<file path="src/hw/rtl/ajtm_pkg.sv">
// shared types and constants for the arrival jitter trimmed mean block
`default_nettype none

package ajtm_pkg;

  // field widths
  localparam int TIME_W   = 32;
  localparam int CFG_W    = 16;
  localparam int EXC_W    = 14;
  localparam int MEAN_W   = 17;

  // defaults and limits
  localparam int WINDOW_DEF = 10;
  localparam logic [CFG_W-1:0] INTERVAL_RESET = 16'd10;
  localparam logic [EXC_W-1:0] EXCESS_MAX     = 14'd16383;

  // sequencer states
  typedef enum logic [2:0] {
    ST_IDLE,
    ST_EXC,
    ST_SCAN,
    ST_DRAIN,
    ST_KEEP,
    ST_MUL,
    ST_FIN,
    ST_DONE
  } state_t;

  // control from the sequencer to the ring storage
  typedef struct packed {
    logic wr_en;
    logic rd_en;
    logic acc_clear;
  } ring_ctl_t;

endpackage

`default_nettype wire

</file>
<file path="src/hw/rtl/ajtm_ring.sv">
// delay ring memory with a scanning sum, max and min accumulator
`default_nettype none

module ajtm_ring #(
  parameter int WINDOW = ajtm_pkg::WINDOW_DEF,
  localparam int PTR_W = $clog2(WINDOW),
  localparam int SUM_W = ajtm_pkg::EXC_W + $clog2(WINDOW)
) (
  input  wire logic                      clk,
  input  wire logic                      rst_n,
  input  wire ajtm_pkg::ring_ctl_t       ctl,
  input  wire logic [PTR_W-1:0]          wr_addr,
  input  wire logic [ajtm_pkg::EXC_W-1:0] wr_data,
  input  wire logic [PTR_W-1:0]          rd_addr,
  output logic [SUM_W-1:0]               sum,
  output logic [ajtm_pkg::EXC_W-1:0]     hi,
  output logic [ajtm_pkg::EXC_W-1:0]     lo
);

  logic [ajtm_pkg::EXC_W-1:0] mem [WINDOW];
  logic [ajtm_pkg::EXC_W-1:0] rd_data_r;
  logic                       acc_en_r;
  logic [SUM_W-1:0]           sum_r;
  logic [ajtm_pkg::EXC_W-1:0] hi_r;
  logic [ajtm_pkg::EXC_W-1:0] lo_r;

  // single write port, registered read port
  always_ff @(posedge clk) begin
    if (ctl.wr_en) begin
      mem[wr_addr] <= wr_data;
    end
    if (ctl.rd_en) begin
      rd_data_r <= mem[rd_addr];
    end
  end

  // read data arrives in the cycle after the read
  always_ff @(posedge clk) begin
    if (!rst_n) begin
      acc_en_r <= 1'b0;
    end else begin
      acc_en_r <= ctl.rd_en;
    end
  end

  // running sum, max and min over the scanned entries
  always_ff @(posedge clk) begin
    if (ctl.acc_clear) begin
      sum_r <= '0;
      hi_r  <= '0;
      lo_r  <= ajtm_pkg::EXCESS_MAX;
    end else if (acc_en_r) begin
      sum_r <= sum_r + SUM_W'(rd_data_r);
      if (rd_data_r > hi_r) begin
        hi_r <= rd_data_r;
      end
      if (rd_data_r < lo_r) begin
        lo_r <= rd_data_r;
      end
    end
  end

  assign sum = sum_r;
  assign hi  = hi_r;
  assign lo  = lo_r;

endmodule

`default_nettype wire

</file>
<file path="src/hw/rtl/arrival_jitter_trimmed_mean_core.sv">
// top level: report gap measurement, delay ring and trimmed mean sequencer
//
// Input words carry a millisecond arrival time and a position report flag;
// each accepted input word yields exactly one output word. The nominal
// report interval is written through cfg_wr_en / cfg_wr_data (reset 10 ms).
// The first report after reset only stores its time. Later reports give
// the gap minus the interval, floored at zero and clipped to 16383; a
// positive value is written into a WINDOW-entry ring memory. Once the ring
// is full, each further write also gives the mean of the ring without one
// maximum and one minimum, in eighths of a millisecond.
// Ignored and first reports go from idle straight to the done state; a
// report that gives no mean first passes the excess state, and one that
// does also passes the scan, drain, keep, multiply and finish states. The
// next word is taken when the sequencer is back in idle. The scan reads one
// ring entry per cycle through the single memory read port; a mean is the long
// case. One word is in work at a time; in_ready is high while the sequencer
// is idle, even if the previous result still sits in the output register.
// If the receiver stalls, the finished word waits in the sequencer until
// the output register frees up. Reset clears the ring fill state and the
// start flag and sets the interval to 10 ms; ring contents need no clearing.
`default_nettype none

module arrival_jitter_trimmed_mean_core #(
  parameter int WINDOW = ajtm_pkg::WINDOW_DEF
) (
  input  wire logic                         clk,
  input  wire logic                         rst_n,
  // configuration
  input  wire logic                         cfg_wr_en,
  input  wire logic [ajtm_pkg::CFG_W-1:0]   cfg_wr_data,
  // input channel
  input  wire logic                         in_valid,
  output logic                              in_ready,
  input  wire logic [ajtm_pkg::TIME_W-1:0]  in_arrival_time_ms,
  input  wire logic                         in_is_position_report,
  // output channel
  output logic                              out_valid,
  input  wire logic                         out_ready,
  output logic [ajtm_pkg::EXC_W-1:0]        out_excess_delay_ms,
  output logic                              out_pushed,
  output logic                              out_mean_valid,
  output logic [ajtm_pkg::MEAN_W-1:0]       out_mean_delay_eighths
);

  localparam int TIME_W  = ajtm_pkg::TIME_W;
  localparam int CFG_W   = ajtm_pkg::CFG_W;
  localparam int EXC_W   = ajtm_pkg::EXC_W;
  localparam int MEAN_W  = ajtm_pkg::MEAN_W;
  localparam int PTR_W   = $clog2(WINDOW);
  localparam int FILL_W  = $clog2(WINDOW + 1);
  localparam int SUM_W   = EXC_W + $clog2(WINDOW);
  localparam int NUM_W   = SUM_W + 3;
  localparam int DIV_D   = WINDOW - 2;
  localparam int DIV_SH  = NUM_W + $clog2(DIV_D);
  localparam int RECIP_W = DIV_SH + 1;
  localparam int PROD_W  = NUM_W + RECIP_W;
  localparam logic [RECIP_W-1:0] RECIP =
    RECIP_W'(((64'd1 << DIV_SH) + 64'(DIV_D) - 64'd1) / 64'(DIV_D));
  localparam logic [PTR_W-1:0]  PTR_LAST = PTR_W'(WINDOW - 1);
  localparam logic [FILL_W-1:0] FILL_FULL = FILL_W'(WINDOW);

  ajtm_pkg::state_t state_r, state_nxt;

  logic [CFG_W-1:0]  interval_r;
  logic              started_r, started_nxt;
  logic [TIME_W-1:0] last_r, last_nxt;
  logic [TIME_W-1:0] gap_r, gap_nxt;
  logic [PTR_W-1:0]  ptr_r, ptr_nxt;
  logic [FILL_W-1:0] fill_r, fill_nxt;
  logic [PTR_W-1:0]  scan_idx_r, scan_idx_nxt;
  logic [NUM_W-1:0]  num_r, num_nxt;
  logic [PROD_W-1:0] prod_r, prod_nxt;

  // pending result of the word in work
  logic [EXC_W-1:0]  excess_r, excess_nxt;
  logic              pushed_r, pushed_nxt;
  logic              mvalid_r, mvalid_nxt;
  logic [MEAN_W-1:0] mean_r, mean_nxt;

  // output register
  logic              out_valid_r;
  logic [EXC_W-1:0]  out_excess_r;
  logic              out_pushed_r;
  logic              out_mvalid_r;
  logic [MEAN_W-1:0] out_mean_r;
  logic              out_load;

  ajtm_pkg::ring_ctl_t ring_ctl;
  logic [SUM_W-1:0]    ring_sum;
  logic [EXC_W-1:0]    ring_hi;
  logic [EXC_W-1:0]    ring_lo;

  logic [TIME_W:0]   diff;
  logic              push_c;
  logic [EXC_W-1:0]  excess_c;
  logic [SUM_W-1:0]  kept_c;
  logic              in_fire;

  assign in_fire = in_valid && in_ready;

  // gap minus interval, floor and clip
  assign diff     = {1'b0, gap_r} - {{(TIME_W + 1 - CFG_W){1'b0}}, interval_r};
  assign push_c   = !diff[TIME_W] && (diff[TIME_W-1:0] != '0);
  assign excess_c = (|diff[TIME_W-1:EXC_W]) ? ajtm_pkg::EXCESS_MAX : diff[EXC_W-1:0];

  // ring sum without one max and one min
  assign kept_c = ring_sum - SUM_W'(ring_hi) - SUM_W'(ring_lo);

  ajtm_ring #(
    .WINDOW (WINDOW)
  ) u_ring (
    .clk     (clk),
    .rst_n   (rst_n),
    .ctl     (ring_ctl),
    .wr_addr (ptr_r),
    .wr_data (excess_c),
    .rd_addr (scan_idx_r),
    .sum     (ring_sum),
    .hi      (ring_hi),
    .lo      (ring_lo)
  );

  // state register and control state
  always_ff @(posedge clk) begin
    if (!rst_n) begin
      state_r    <= ajtm_pkg::ST_IDLE;
      interval_r <= ajtm_pkg::INTERVAL_RESET;
      started_r  <= 1'b0;
      last_r     <= '0;
      ptr_r      <= '0;
      fill_r     <= '0;
      scan_idx_r <= '0;
    end else begin
      state_r    <= state_nxt;
      started_r  <= started_nxt;
      last_r     <= last_nxt;
      ptr_r      <= ptr_nxt;
      fill_r     <= fill_nxt;
      scan_idx_r <= scan_idx_nxt;
      if (cfg_wr_en) begin
        interval_r <= cfg_wr_data;
      end
    end
  end

  // datapath registers
  always_ff @(posedge clk) begin
    gap_r    <= gap_nxt;
    num_r    <= num_nxt;
    prod_r   <= prod_nxt;
    excess_r <= excess_nxt;
    pushed_r <= pushed_nxt;
    mvalid_r <= mvalid_nxt;
    mean_r   <= mean_nxt;
  end

  // sequencer
  always_comb begin
    state_nxt    = state_r;
    started_nxt  = started_r;
    last_nxt     = last_r;
    gap_nxt      = gap_r;
    ptr_nxt      = ptr_r;
    fill_nxt     = fill_r;
    scan_idx_nxt = scan_idx_r;
    num_nxt      = num_r;
    prod_nxt     = prod_r;
    excess_nxt   = excess_r;
    pushed_nxt   = pushed_r;
    mvalid_nxt   = mvalid_r;
    mean_nxt     = mean_r;
    ring_ctl     = '0;
    in_ready     = 1'b0;
    out_load     = 1'b0;

    case (state_r)
      ajtm_pkg::ST_IDLE: begin
        in_ready   = 1'b1;
        excess_nxt = '0;
        pushed_nxt = 1'b0;
        mvalid_nxt = 1'b0;
        mean_nxt   = '0;
        if (in_fire) begin
          if (in_is_position_report) begin
            last_nxt    = in_arrival_time_ms;
            started_nxt = 1'b1;
            if (started_r) begin
              gap_nxt   = in_arrival_time_ms - last_r;
              state_nxt = ajtm_pkg::ST_EXC;
            end else begin
              state_nxt = ajtm_pkg::ST_DONE;
            end
          end else begin
            state_nxt = ajtm_pkg::ST_DONE;
          end
        end
      end

      ajtm_pkg::ST_EXC: begin
        state_nxt = ajtm_pkg::ST_DONE;
        if (push_c) begin
          excess_nxt     = excess_c;
          pushed_nxt     = 1'b1;
          ring_ctl.wr_en = 1'b1;
          ptr_nxt        = (ptr_r == PTR_LAST) ? '0 : ptr_r + 1'b1;
          if (fill_r == FILL_FULL) begin
            ring_ctl.acc_clear = 1'b1;
            scan_idx_nxt       = '0;
            state_nxt          = ajtm_pkg::ST_SCAN;
          end else begin
            fill_nxt = fill_r + 1'b1;
          end
        end
      end

      // one ring read per cycle
      ajtm_pkg::ST_SCAN: begin
        ring_ctl.rd_en = 1'b1;
        if (scan_idx_r == PTR_LAST) begin
          state_nxt = ajtm_pkg::ST_DRAIN;
        end else begin
          scan_idx_nxt = scan_idx_r + 1'b1;
        end
      end

      // last read word enters the accumulator
      ajtm_pkg::ST_DRAIN: begin
        state_nxt = ajtm_pkg::ST_KEEP;
      end

      ajtm_pkg::ST_KEEP: begin
        num_nxt   = {kept_c, 3'b000};
        state_nxt = ajtm_pkg::ST_MUL;
      end

      // divide by WINDOW-2 through a reciprocal multiply
      ajtm_pkg::ST_MUL: begin
        prod_nxt  = PROD_W'(num_r) * PROD_W'(RECIP);
        state_nxt = ajtm_pkg::ST_FIN;
      end

      ajtm_pkg::ST_FIN: begin
        mean_nxt   = prod_r[DIV_SH +: MEAN_W];
        mvalid_nxt = 1'b1;
        state_nxt  = ajtm_pkg::ST_DONE;
      end

      // hand the word to the output register when it is free
      ajtm_pkg::ST_DONE: begin
        if (!out_valid_r || out_ready) begin
          out_load  = 1'b1;
          state_nxt = ajtm_pkg::ST_IDLE;
        end
      end

      default: begin
        state_nxt = ajtm_pkg::ST_IDLE;
      end
    endcase
  end

  // output register
  always_ff @(posedge clk) begin
    if (!rst_n) begin
      out_valid_r <= 1'b0;
    end else if (out_load) begin
      out_valid_r <= 1'b1;
    end else if (out_ready) begin
      out_valid_r <= 1'b0;
    end
  end

  always_ff @(posedge clk) begin
    if (out_load) begin
      out_excess_r <= excess_r;
      out_pushed_r <= pushed_r;
      out_mvalid_r <= mvalid_r;
      out_mean_r   <= mean_r;
    end
  end

  assign out_valid              = out_valid_r;
  assign out_excess_delay_ms    = out_excess_r;
  assign out_pushed             = out_pushed_r;
  assign out_mean_valid         = out_mvalid_r;
  assign out_mean_delay_eighths = out_mean_r;

  // a mean only comes with a ring write
  a_mean_needs_push: assert property (@(posedge clk) disable iff (!rst_n)
    out_valid && out_mean_valid |-> out_pushed)
    else $error("mean given without a ring write");

  // a word without a ring write carries no delay and no mean
  a_no_push_zero: assert property (@(posedge clk) disable iff (!rst_n)
    out_valid && !out_pushed |-> (out_excess_delay_ms == '0) &&
                                 (out_mean_delay_eighths == '0))
    else $error("nonzero fields on a word without a ring write");

  // fill count and write pointer stay within the ring
  a_ring_bounds: assert property (@(posedge clk) disable iff (!rst_n)
    (fill_r <= FILL_FULL) && (ptr_r <= PTR_LAST))
    else $error("ring fill count or pointer out of range");

  // the pointer follows the fill count until the ring has filled once
  a_ptr_tracks_fill: assert property (@(posedge clk) disable iff (!rst_n)
    fill_r != FILL_FULL |-> ptr_r == PTR_W'(fill_r))
    else $error("ring pointer and fill count disagree");

  // one word in work at a time
  a_one_in_work: assert property (@(posedge clk) disable iff (!rst_n)
    in_fire |=> !in_ready)
    else $error("second word accepted while one is in work");

endmodule

`default_nettype wire
</file>
<file path="config.mk">
export PLATFORM = sky130hd
export DESIGN_NAME = arrival_jitter_trimmed_mean_core
export DESIGN_NICKNAME = d
export VERILOG_FILES = /design/src/hw/rtl/ajtm_pkg.sv /design/src/hw/rtl/ajtm_ring.sv /design/src/hw/rtl/arrival_jitter_trimmed_mean_core.sv
export SDC_FILE = /design/constraint.sdc
export NUM_CORES = 1
export LEC_CHECK = 0
export BUFFER_PORTS_ARGS = -buffer_cell sky130_fd_sc_hd__buf_4
export CAP_MARGIN = 20
export CORE_MARGIN = 3
export CORE_UTILIZATION = 50
export DETAILED_ROUTE_END_ITERATION = 6
export GPL_ROUTABILITY_DRIVEN = 1
export PLACE_DENSITY = 0.7
export SLEW_MARGIN = 20
export SYNTH_ARGS = -nofsm -noshare
export SYNTH_HDL_FRONTEND = slang
export SYNTH_SLANG_ARGS = --single-unit
</file>
<file path="constraint.sdc">
create_clock -name clk -period 10.55 [get_ports clk]
set_input_delay 0.5275 -clock clk [delete_from_list [all_inputs] [get_ports clk]]
set_output_delay 0.5275 -clock clk [all_outputs]
set_load 0.01 [all_outputs]
</file>
==> results of run 1 <==
[sequential cells by signal, summed over array words and instances, names as in the netlist, 14 cells and up]
register	flops
u_ring.lo	14
excess_r	14
out_excess_delay_ms	14
u_ring.rd_data_r	14
interval_r	16
gap_r	32
u_ring.mem	140
last_r	32
prod_r	17
u_ring.hi	14
num_r	17
mean_r	17
u_ring.sum	17
out_mean_delay_eighths	17
[cells by family (layout without fill, tap and decap cells)]
kind of cell / Yosys count / count (layout) / synth area share, %
adders and majority gates: 126 / 126 / 8.35
and+or+nand+nor: 521 / 521 / 13.4
buffers and inverters: 183 / 301 / 3.75
muxes: 107 / 107 / 6.97
xor gates and xnor gates: 66 / 66 / 2.87
AOI/OAI and AO/OA: 360 / 360 / 11.7
DFF: 397 / 397 / 53.0
[per-layer routing]
layer	GRT usage (%)	up-vias	wire (um)
li1	-	6604	-
met1	30.9	6649	21400
met4	4.70	0	778
met5	0	-	0
met2	33.7	374	21300
met3	4.22	64	2790
[cell usage after synthesis (all sizes together) (34+ instances only)]
library cell,n,share of area [%]
clkbuf,45,0.83
mux2i,78,3.8
a21boi,45,1.7
edfxtp,286,42
a21oi,94,2.3
xnor2,52,2.3
and2,44,1.3
o21ai,68,1.7
dfxtp,111,11
nand2,159,2.9
inv,116,2.1
ha,109,6.7
nor2,105,2.3
nor3,34,0.83
[path summary, 6_finish.rpt]
| check | endpoint | slack (ns) |
|---|---|---|
| worst max-delay path | excess_r[10] | 5.56 |
| worst min-delay path | interval_r[1] | 0.19 |
| worst max register to register | excess_r[10] | 5.56 |
| worst min register to register | out_mean_delay_eighths[4] | 0.41 |
[cell type report]
cell class              count  area (sq um)  area share (%)
flip-flops and latches    397         10800            47.1
multi-input cells        1180          8920            38.9
clock buffers              54          1100            4.78
repair buffers            108           811            3.53
well taps                 525           657            2.86
inverters                 116           435            1.90
clock inverters            23           214           0.932
[power breakdown]
group | switching [mW] | internal, mW | total, mW
combinational | 1.23 | 0.942 | 2.17
clock | 0.613 | 0.792 | 1.40
sequential | 0.166 | 2.11 | 2.28
total | 2.01 | 3.85 | 5.85
[stage by stage]
stage	instances	hold slack, ns	worst slack, ns
2_1_floorplan	1760	0.400	6.01
3_3_place_gp	2326	0.403	5.80
3_5_place_dp	2326	0.405	5.69
4_1_cts	2403	0.169	5.67
5_1_grt	2403	0.188	5.18
6_report	2403	0.195	5.56
[worst min-delay path, delay by kind of cell]
| kind | cells | cell delay [ns] |
|---|---|---|
| compound gates | 1 | 0.07 |
| simple gates | 1 | 0.05 |
| buf+inv | 1 | 0.08 |
==> results by group, run 1 <==
STA
  – Tmin final: 4.99 ns
  – Period utilization: 47.3%
  – Final setup fails: 0
  – Clk_skew: 0.0201 ns
  – Worst-Margin Slew: 1.07 ns
  – Slew Viols, Final: 0
  – Final hold violations: 0
  – Fmax: 200 MHz
  – RSZ-0062 raised after global routing: false
  – Slew headroom: 28.5%
  – Final setup TNS: 0 ns

Place
  – GPL Wtd Cong: 0.928
  – DPL Wire Length: 32800 um
  – IO buf count: 88
  – Area post-placement: 21600 sq um

Critical path
  – Worst reg2reg startpoint: gap_r[15]
  – Critical Path RT: 10.72 ns
  – Reg2Reg Depth: 11
  – Largest incremental delay on the critical path: 0.70 ns
  – Crit path cell chain: ha_1, and4_1, nand2_1, nor4_1, o31ai_1, mux2_2, a221oi_1, nand4_1, or4_1, nand2_2, nand2_1
  – Critical path origin: gap_r[15]
  – Cell mode on critical path: nand2_1
  – Startpoint types: flip-flop
  – Worst Path Arrival: 5.17 ns
  – Worst Path Buf+Inv: 0
  – Slowest CP cell: or4_1
  – Critical path type: reg2reg
  – Critical path peak fanout: 23
  – Critical Path End Type: flip-flop
  – Number of cells on the critical path: 11
  – Top Family by Delay on Critical Path: simple AND/OR/NAND/NOR gates

Power and ir drop
  – Leak Pwr: 8.58 nW
  – Total power: 5.85 mW
  – Power per cell area: 255 nW/um^2
  – VDD IR max: 0.156 mV

Hold path
  – Min-delay src: cfg_wr_data[1]
  – Path category of the worst min-delay check: in2reg
  – Hold Path Stages: 3

Route
  – ANT nets after route: 0
  – DRT Pass-1 Iters: 5
  – Routed WL: 46300 um
  – Vias per cell: 5.70
  – Initial drt markers: 944
  – Remaining DRCs: 0
  – Via count: 13700
  – Wirelength per Cell: 19.3 um

Clock tree
  – H-tree Lvls: 2
  – Cts bufs inserted: 42
  – Postcts setup bufs: 0
  – Clock sink count: 397
  – Post-CTS Resized: 0
  – CTS tree: built
  – Hold buffer count at cts: 0
  – Maximum clock insertion buffer count: 3
  – Root Buffer: clkbuf_16
  – Clock Latency Late Sink: 0.58 ns
  – Clock slew at reported path FFs: 0.06 ns

Logic synthesis
  – Post-synth EDFFs: 286
  – Synth unique cells: 87
  – Synth Warn #: 0
  – Mapped Area: 20400 sq um
  – Syn avg cell area: 11.6 sq um
  – #FFs+latches synth: 397
  – Cells after synthesis: 1760
  – Synthesized Nets: 1940
  – Async S/R FF share, synth: 0%
  – Primary FF master, synth: edfxtp_1
  – Sequential fraction of the synthesis area: 53.0%

Global routing
  – Total GRT Usage: 21.4%
  – Pin count of the biggest net entering global routing: 75
  – Global-route wire length before repair: 74200 um
  – Initial antenna violation count: 1
  – Total gr overflow: 0
  – Vias in the first global route: 13300

Die
  – Core Area: 40000 sq um
  – Ports: 89
  – Die Span Y: 208 um
  – Die area: 43300 sq um
  – Row count: 73
  – Die extent in x: 208 um
  – Starting Density: 51.0%

Layout
  – P&R area growth vs syn: 12.4%
  – Fill cell count: 3307
  – Nets: 2025
  – Post-Route Utilization: 57.4%
  – ANT cells: 0
  – Post-layout instance area: 22900 sq um
  – Most frequent cells in the layout: 286 x edfxtp_1, 157 x nand2_1, 116 x inv_1
  – Commonest non-fill, non-tap cell in the layout: edfxtp_1
  – Share of cells above drive strength 1: 14.5%

Flow run
  – Max_cap viols: 0

Status
  – Outcome: completed
(Power assumes the default switching activity.)
==> inputs of run 2 (changes only) <==
PLACE_DENSITY = 0.72   (was 0.7)
clock period = 4.4 ns   (was 10.55 ns; I/O delays follow)
==> run 2 against run 1 <==
  * Sequential cell count unchanged
  * Fmax up 20%
  * Clock skew up 0.0048 ns
  * Critical path type unchanged
  * Power up 150%
  * Highest routed layer unchanged
  * Sequential share of layout area down 1.8 points
  * Utilization up 2.2 points
==> results by group, run 2 (synthesized netlist as in run 1, its figures left out) <==
Route
  – Remaining DRCs: 0 (unchanged)
  – DR WL met3: 2770 um (was 2790 um)
  – Routed WL: 46700 um (was 46300 um)
  – Met1 WL: 21200 um (was 21400 um)
  – DRT Pass-1 Iters: 5 (unchanged)
  – Via count: 14100 (was 13700)
  – Highest routed layer: met4 (unchanged)
  – ANT nets after route: 0 (unchanged)
  – Initial drt markers: 947 (was 944)
  – Wirelength per Cell: 18.9 um (was 19.3 um)
  – Vias per cell: 5.70 (about the same)
  – WL met2: 21600 um (was 21300 um)

Place
  – DPL Wire Length: 33900 um (was 32800 um)
  – Area post-placement: 21900 sq um (was 21600 sq um)
  – Post-place setup slack: 0.198 ns (was 5.69 ns)
  – IO buf count: 88 (unchanged)
  – GPL Wtd Cong: 0.935 (was 0.928)

Critical path
  – Startpoint types: flip-flop (unchanged)
  – Critical Path RT: 4.72 ns (was 10.72 ns)
  – Critical Path End Type: flip-flop (unchanged)
  – Reg2Reg Capture Point: u_ring.mem[5][4] (was excess_r[10])
  – Worst reg2reg startpoint: gap_r[14] (was gap_r[15])
  – Critical path peak fanout: 11 (was 23)
  – Critical path type: reg2reg (unchanged)
  – Largest incremental delay on the critical path: 0.56 ns (was 0.70 ns)
  – Reg2Reg Depth: 12 (was 11)
  – Flop2flop setup slack: 0.23 ns (was 5.56 ns)
  – Worst Path Arrival: 4.50 ns (was 5.17 ns)
  – Crit path cell chain: ha_1, and4_2, nand2_1, nor4_1, o31ai_1, mux2_2, a221oi_1, nand4_1, or4_1, nand2_2, nor3_2, buf_6 (was ha_1, and4_1, nand2_1, nor4_1, o31ai_1, mux2_2, a221oi_1, nand4_1, or4_1, nand2_2, nand2_1)
  – Slowest CP cell: ha_1 (was or4_1)

Global routing
  – Vias in the first global route: 13800 (was 13300)
  – Total gr overflow: 0 (unchanged)
  – Pin count of the biggest net entering global routing: 75 (unchanged)
  – Initial antenna violation count: 0 (was 1)
  – Global-route wire length before repair: 74800 um (was 74200 um)
  – Total GRT Usage: 21.5% (was 21.4%)

Power and ir drop
  – Internal power: 9.68 mW (was 3.85 mW)
  – Leak Pwr: 9.00 nW (was 8.58 nW)
  – Sw Pwr: 4.89 mW (was 2.01 mW)
  – Power per cell area: 611 nW/um^2 (was 255 nW/um^2)
  – Combinational Power Share: 36.9% (was 37.1%)
  – Portion of total power attributed to sequential cells: 37.5% (was 38.9%)
  – Total power: 14.6 mW (was 5.85 mW)
  – Switching share of power: 33.5% (was 34.3%)
  – Clock share of power: 25.6% (was 24.0%)
  – VDD IR max: 0.336 mV (was 0.156 mV)

Clock tree
  – Maximum clock insertion buffer count: 3 (unchanged)
  – H-tree Lvls: 2 (unchanged)
  – Clock Latency Late Sink: 0.58 ns (about the same)
  – CTS tree: built (unchanged)
  – Clock slew at reported path FFs: 0.06 ns (about the same)
  – Root Buffer: clkbuf_16 (unchanged)
  – Postcts setup bufs: 0 (unchanged)
  – Clock sink count: 397 (unchanged)
  – Cts bufs inserted: 42 (unchanged)

Layout
  – Most frequent cells in the layout: 286 x edfxtp_1, 155 x nand2_1, 121 x buf_4 (was 286 x edfxtp_1, 157 x nand2_1, 116 x inv_1)
  – Post-layout instance area: 23800 sq um (was 22900 sq um)
  – P&R area growth vs syn: 16.8% (was 12.4%)
  – ANT cells: 0 (unchanged)
  – Post-Route Utilization: 59.6% (was 57.4%)
  – Share of cells above drive strength 1: 15.3% (was 14.5%)
  – Reg with most FFs: u_ring.mem (unchanged)
  – Commonest non-fill, non-tap cell in the layout: edfxtp_1 (unchanged)
  – Nets: 2096 (was 2025)
  – Largest register FFs: 140 (unchanged)
  – Largest regs: u_ring.mem x140, gap_r x32, last_r x32 (unchanged)

Flow run
  – Max_cap viols: 0 (unchanged)

Hold path
  – Path category of the worst min-delay check: in2reg (unchanged)
  – Worst Hold Endpoint: out_valid (was interval_r[1])
  – Min-delay src: out_ready (was cfg_wr_data[1])
  – Hold Path Stages: 3 (unchanged)

STA
  – Final hold violations: 0 (unchanged)
  – Final setup fails: 0 (unchanged)
  – Slew headroom: 27.0% (was 28.5%)
  – Slew Viols, Final: 0 (unchanged)
  – Final setup TNS: 0 ns (unchanged)
  – Tmin final: 4.17 ns (was 4.99 ns)
  – Fmax: 240 MHz (was 200 MHz)
  – Worst-Margin Slew: 1.09 ns (was 1.07 ns)
  – Clk_skew: 0.0250 ns (was 0.0201 ns)
  – Post-route setup slack: 0.227 ns (was 5.56 ns)
  – RSZ-0062 raised after global routing: false (unchanged)
  – Period utilization: 94.8% (was 47.3%)

Status
  – Outcome: completed (unchanged)

Die
  – Starting Density: 51.0% (unchanged)
  – Ports: 89 (unchanged)
  – Die extent in x: 208 um (unchanged)
  – Core Area: 40000 sq um (unchanged)
  – Die area: 43300 sq um (unchanged)
  – Row count: 73 (unchanged)
  – Die Span Y: 208 um (unchanged)
run 2: cell type report:
cell class | count | area, sq um
multi-input cells | 1180 | 8910
well taps | 525 | 657
inverters | 116 | 435
fillers | 3225 | 16200
repair buffers | 179 | 1570
clock inverters | 23 | 337
clock buffers | 55 | 1120
flip-flops and latches | 397 | 10800
run 2: power groups by stage:
stage               Sequential (mW)  Combinational, mW  Clock, mW
CTS                            5.48               5.34       3.82
detailed placement             5.55               5.27          0
global route                   5.56               6.03       3.98
finish                         5.47               5.37       3.73
global placement               5.51               5.08          0
floorplan                      5.39               4.07          0
run 2: worst max path at each step:
| stage | cells after the start | slack, ns | from | endpoint |
|---|---|---|---|---|
| final | 12 | 0.23 | gap_r[14] | u_ring.mem[5][4] |
| after detailed placement | 11 | 0.20 | gap_r[14] | u_ring.mem[4][10] |
| after CTS | 11 | 0.20 | gap_r[14] | u_ring.mem[4][12] |
| after global routing | 14 | 0.006 | gap_r[0] | u_ring.mem[5][1] |
| after floorplan | 14 | -0.1 | gap_r[0] | u_ring.mem[0][0] |
| after global placement | 11 | 0.21 | gap_r[13] | u_ring.mem[6][10] |
run 2: timing repair:
item / in CTS / in global routing
gates resized for setup: 0 / 4
endpoints found under the hold margin: 49 / 0
hold buffers: 49 / 0
endpoints found under the setup margin: 0 / 65
run 2: critical path: cells and delay by family (launching register included):
kind / cells / cell delay [ns]
buffers and inverters: 1 / 0.20
AOI/OAI and AO/OA: 2 / 0.42
and+or+nand+nor: 7 / 2.04
DFF: 1 / 0.37
adders and majority gates: 1 / 0.56
muxes: 1 / 0.35
run 2: per-layer routing:
layer,global-route usage [%],vias to the layer above
met2,34.7,386
li1,-,6751
met4,5.67,0
met3,4.15,72
met5,0,-
met1,30.0,6888
run 2: stage by stage:
step           instances  hold WS, ns
6_report            2475       0.0853
5_1_grt             2475       0.0787
4_1_cts             2475       0.0662
3_5_place_dp        2348        0.405
3_3_place_gp        2347        0.402
2_1_floorplan       1760        0.350
==> inputs of run 3 (changes only) <==
SYNTH_HIERARCHICAL = 1   (was unset)
==> run 3 against run 2 <==
  * Wire length up 3.3%
  * Non-clock buffer count grew 42
  * Die area fell by 1.4%
  * Cell count increased by 1.6%
  * Synthesized cell count is 0.17% lower
  * Clock-buffer cell count is 1 higher
  * Critical path depth rose by 2
  * First-iteration DRC count rose by 24%
  * Combinational power grew 1%
  * Utilization grew 1.4 points
==> results by group, run 3 <==
Power and ir drop
  – Portion of total power attributed to sequential cells: 37.6% (was 37.5%)
  – Combinational Power Share: 37.1% (was 36.9%)
  – Internal power: 9.59 mW (was 9.68 mW)
  – Total power: 14.7 mW (was 14.6 mW)
  – VDD IR max: 0.381 mV (was 0.336 mV)
  – Switching share of power: 34.7% (was 33.5%)
  – Sw Pwr: 5.10 mW (was 4.89 mW)
  – Clock share of power: 25.3% (was 25.6%)
  – Leak Pwr: 9.14 nW (was 9.00 nW)
  – Power per cell area: 615 nW/um^2 (was 611 nW/um^2)

Logic synthesis
  – Syn avg cell area: 11.4 sq um (was 11.6 sq um)
  – Synthesized Nets: 1937 (was 1940)
  – Mapped Area: 20100 sq um (was 20400 sq um)
  – Synth Warn #: 6 (was 0)
  – Cells after synthesis: 1757 (was 1760)

STA
  – Clk_skew: 0.0205 ns (was 0.0250 ns)
  – Period utilization: 97.6% (was 94.8%)
  – Hold WS: 0.0139 ns (was 0.0853 ns)
  – Final hold violations: 0 (unchanged)
  – Tmin final: 4.29 ns (was 4.17 ns)
  – Worst-Margin Slew: 1.09 ns (about the same)
  – Slew Viols, Final: 0 (unchanged)
  – Fmax: 233 MHz (was 240 MHz)
  – Slew headroom: 26.9% (was 27.0%)
  – RSZ-0062 raised after global routing: true (was false)
  – Final setup fails: 0 (unchanged)
  – Post-route setup slack: 0.107 ns (was 0.227 ns)

Global routing
  – Pin count of the biggest net entering global routing: 60 (was 75)
  – Total GRT Usage: 22.9% (was 21.5%)
  – GR met1 Demand/Resource: 32.2% (was 30.0%)
  – Routing usage on met2: 37.5% (was 34.7%)
  – GR peak layer: met2 (unchanged)
  – Global-route wire length before repair: 76400 um (was 74800 um)
  – Vias in the first global route: 14100 (was 13800)
  – Total gr overflow: 0 (unchanged)
  – Initial antenna violation count: 0 (unchanged)
  – GRT met3 Usage: 3.26% (was 4.15%)

Layout
  – Reg with most FFs: u_ring/mem (was u_ring.mem)
  – Nets: 2141 (was 2096)
  – Share of cells above drive strength 1: 16.6% (was 15.3%)
  – P&R area growth vs syn: 18.8% (was 16.8%)
  – Largest register FFs: 140 (unchanged)
  – Post-layout instance area: 23900 sq um (was 23800 sq um)
  – Largest regs: u_ring/mem x140, gap_r x32, last_r x32 (was u_ring.mem x140, gap_r x32, last_r x32)
  – Most frequent cells in the layout: 286 x edfxtp_1, 170 x buf_4, 142 x inv_1, 142 x a21oi_1, 141 x nand2_1 (was 286 x edfxtp_1, 155 x nand2_1, 121 x buf_4)
  – Fill cell count: 3054 (was 3225)
  – Commonest non-fill, non-tap cell in the layout: edfxtp_1 (unchanged)
  – ANT cells: 0 (unchanged)

Place
  – Post-place setup slack: -0.140 ns (was 0.198 ns)
  – DPL Wire Length: 34600 um (was 33900 um)
  – GPL Wtd Cong: 0.874 (was 0.935)
  – Area post-placement: 21800 sq um (was 21900 sq um)
  – IO buf count: 88 (unchanged)

Clock tree
  – CTS tree: built (unchanged)
  – Clock Latency Late Sink: 0.58 ns (about the same)
  – Clock sink count: 397 (unchanged)
  – Root Buffer: clkbuf_16 (unchanged)
  – Maximum clock insertion buffer count: 3 (unchanged)
  – Cts bufs inserted: 43 (was 42)
  – Clock slew at reported path FFs: 0.06 ns (about the same)
  – H-tree Lvls: 2 (unchanged)

Critical path
  – Critical path peak fanout: 14 (was 11)
  – Cell mode on critical path: inv_1
  – Critical Path RT: 4.60 ns (was 4.72 ns)
  – Worst Path Buf+Inv: 2 (was 1)
  – Slowest CP cell: nor2_2 (was ha_1)
  – Startpoint types: flip-flop (unchanged)
  – Worst Path Arrival: 4.49 ns (was 4.50 ns)
  – Largest incremental delay on the critical path: 0.66 ns (was 0.56 ns)
  – Critical path type: reg2reg (unchanged)
  – Critical Path End Type: flip-flop (unchanged)
  – Crit path cell chain: inv_1, ha_1, fa_1, nor2b_1, o21ai_1, a21oi_1, nor3_1, or3_1, nand4_1, or4_4, o21ai_4, inv_1, or3b_2, nor2_2 (was ha_1, and4_2, nand2_1, nor4_1, o31ai_1, mux2_2, a221oi_1, nand4_1, or4_1, nand2_2, nor3_2, buf_6)
  – Top Family by Delay on Critical Path: simple AND/OR/NAND/NOR gates (unchanged)

Route
  – Routed WL: 48200 um (was 46700 um)
  – Wirelength per Cell: 19.2 um (was 18.9 um)
  – Via count: 14400 (was 14100)
  – ANT nets after route: 0 (unchanged)
  – Vias per cell: 5.74 (was 5.70)
  – Initial drt markers: 1173 (was 947)
  – Remaining DRCs: 0 (unchanged)
  – DRT Pass-1 Iters: 5 (unchanged)

Hold path
  – Path category of the worst min-delay check: in2reg (unchanged)

Die
  – Core Area: 39200 sq um (was 40000 sq um)
  – Die Span Y: 207 um (was 208 um)
  – Row count: 72 (was 73)
  – Die extent in x: 207 um (was 208 um)
  – Die area: 42700 sq um (was 43300 sq um)
  – Starting Density: 51.3% (was 51.0%)
  – Ports: 89 (unchanged)

Flow run
  – Max_cap viols: 0 (unchanged)

Status
  – Outcome: completed (unchanged)
==> run 3: cell types whose count changed in the layout (fill, tap and decap cells not counted), sizes merged, moves of 14 or more <==
| cell | before | now |
|---|---|---|
| and2 | 44 | 29 |
| xnor2 | 52 | 38 |
| mux2i | 78 | 42 |
| buf | 130 | 171 |
| a21boi | 45 | 7 |
| a21oi | 94 | 146 |
| nand2 | 159 | 141 |
| inv | 118 | 144 |
==> run 3: what timing repair did <==
action                     in CTS  in global routing
hold buffers                   50                  0
setup buffers                   0                  1
gates cloned                    0                  0
pin swaps                       0                  1
setup endpoints to repair      28                160
hold endpoints to repair       48                  0
gates resized for setup         2                  6
==> run 3: area by class of cell <==
cell class | instances | area [sq um] | area share (%)
tap | 518 | 648 | 2.71
sequential | 397 | 10800 | 45.2
multi-input combinational | 1155 | 8610 | 36.0
timing repair buffer | 221 | 1800 | 7.52
inverter | 143 | 538 | 2.25
clock buffer | 56 | 1250 | 5.22
clock inverter | 24 | 249 | 1.04
==> run 3: worst paths after layout <==
kind | end | start | cells after the start | slack [ns]
setup / recovery | u_ring/mem[1][5] | gap_r[0] | 14 | 0.11
hold / removal | u_ring/acc_en_r | rst_n | 2 | 0.01
setup reg to reg | u_ring/mem[1][5] | gap_r[0] | 14 | 0.11
hold reg to reg | out_mean_valid | mvalid_r | 0 | 0.41
==> run 3: stage by stage <==
stage / setup TNS [ns] / instances / utilization (%)
after floorplan: 0 / 1757 / -
after global placement: 0 / 2383 / 55.7
after detailed placement: -3.40 / 2383 / 55.7
after CTS: 0 / 2513 / 60.8
after global routing: -3.02 / 2514 / 61.0
final: 0 / 2514 / 61.0
==> run 3: routing by layer <==
layer	wire length, um	share of wire, %
met1	21100	44
met2	22700	47
met3	3320	6.9
met4	1120	2.3
met5	0	0
==> run 3: power groups by stage <==
stage | sequential (mW) | clock, mW | combinational (mW)
floorplan | 5.40 | 0 | 4.00
global placement | 5.56 | 0 | 5.15
detailed placement | 5.60 | 0 | 5.33
CTS | 5.53 | 3.79 | 5.40
global route | 5.62 | 3.95 | 6.09
finish | 5.52 | 3.72 | 5.44
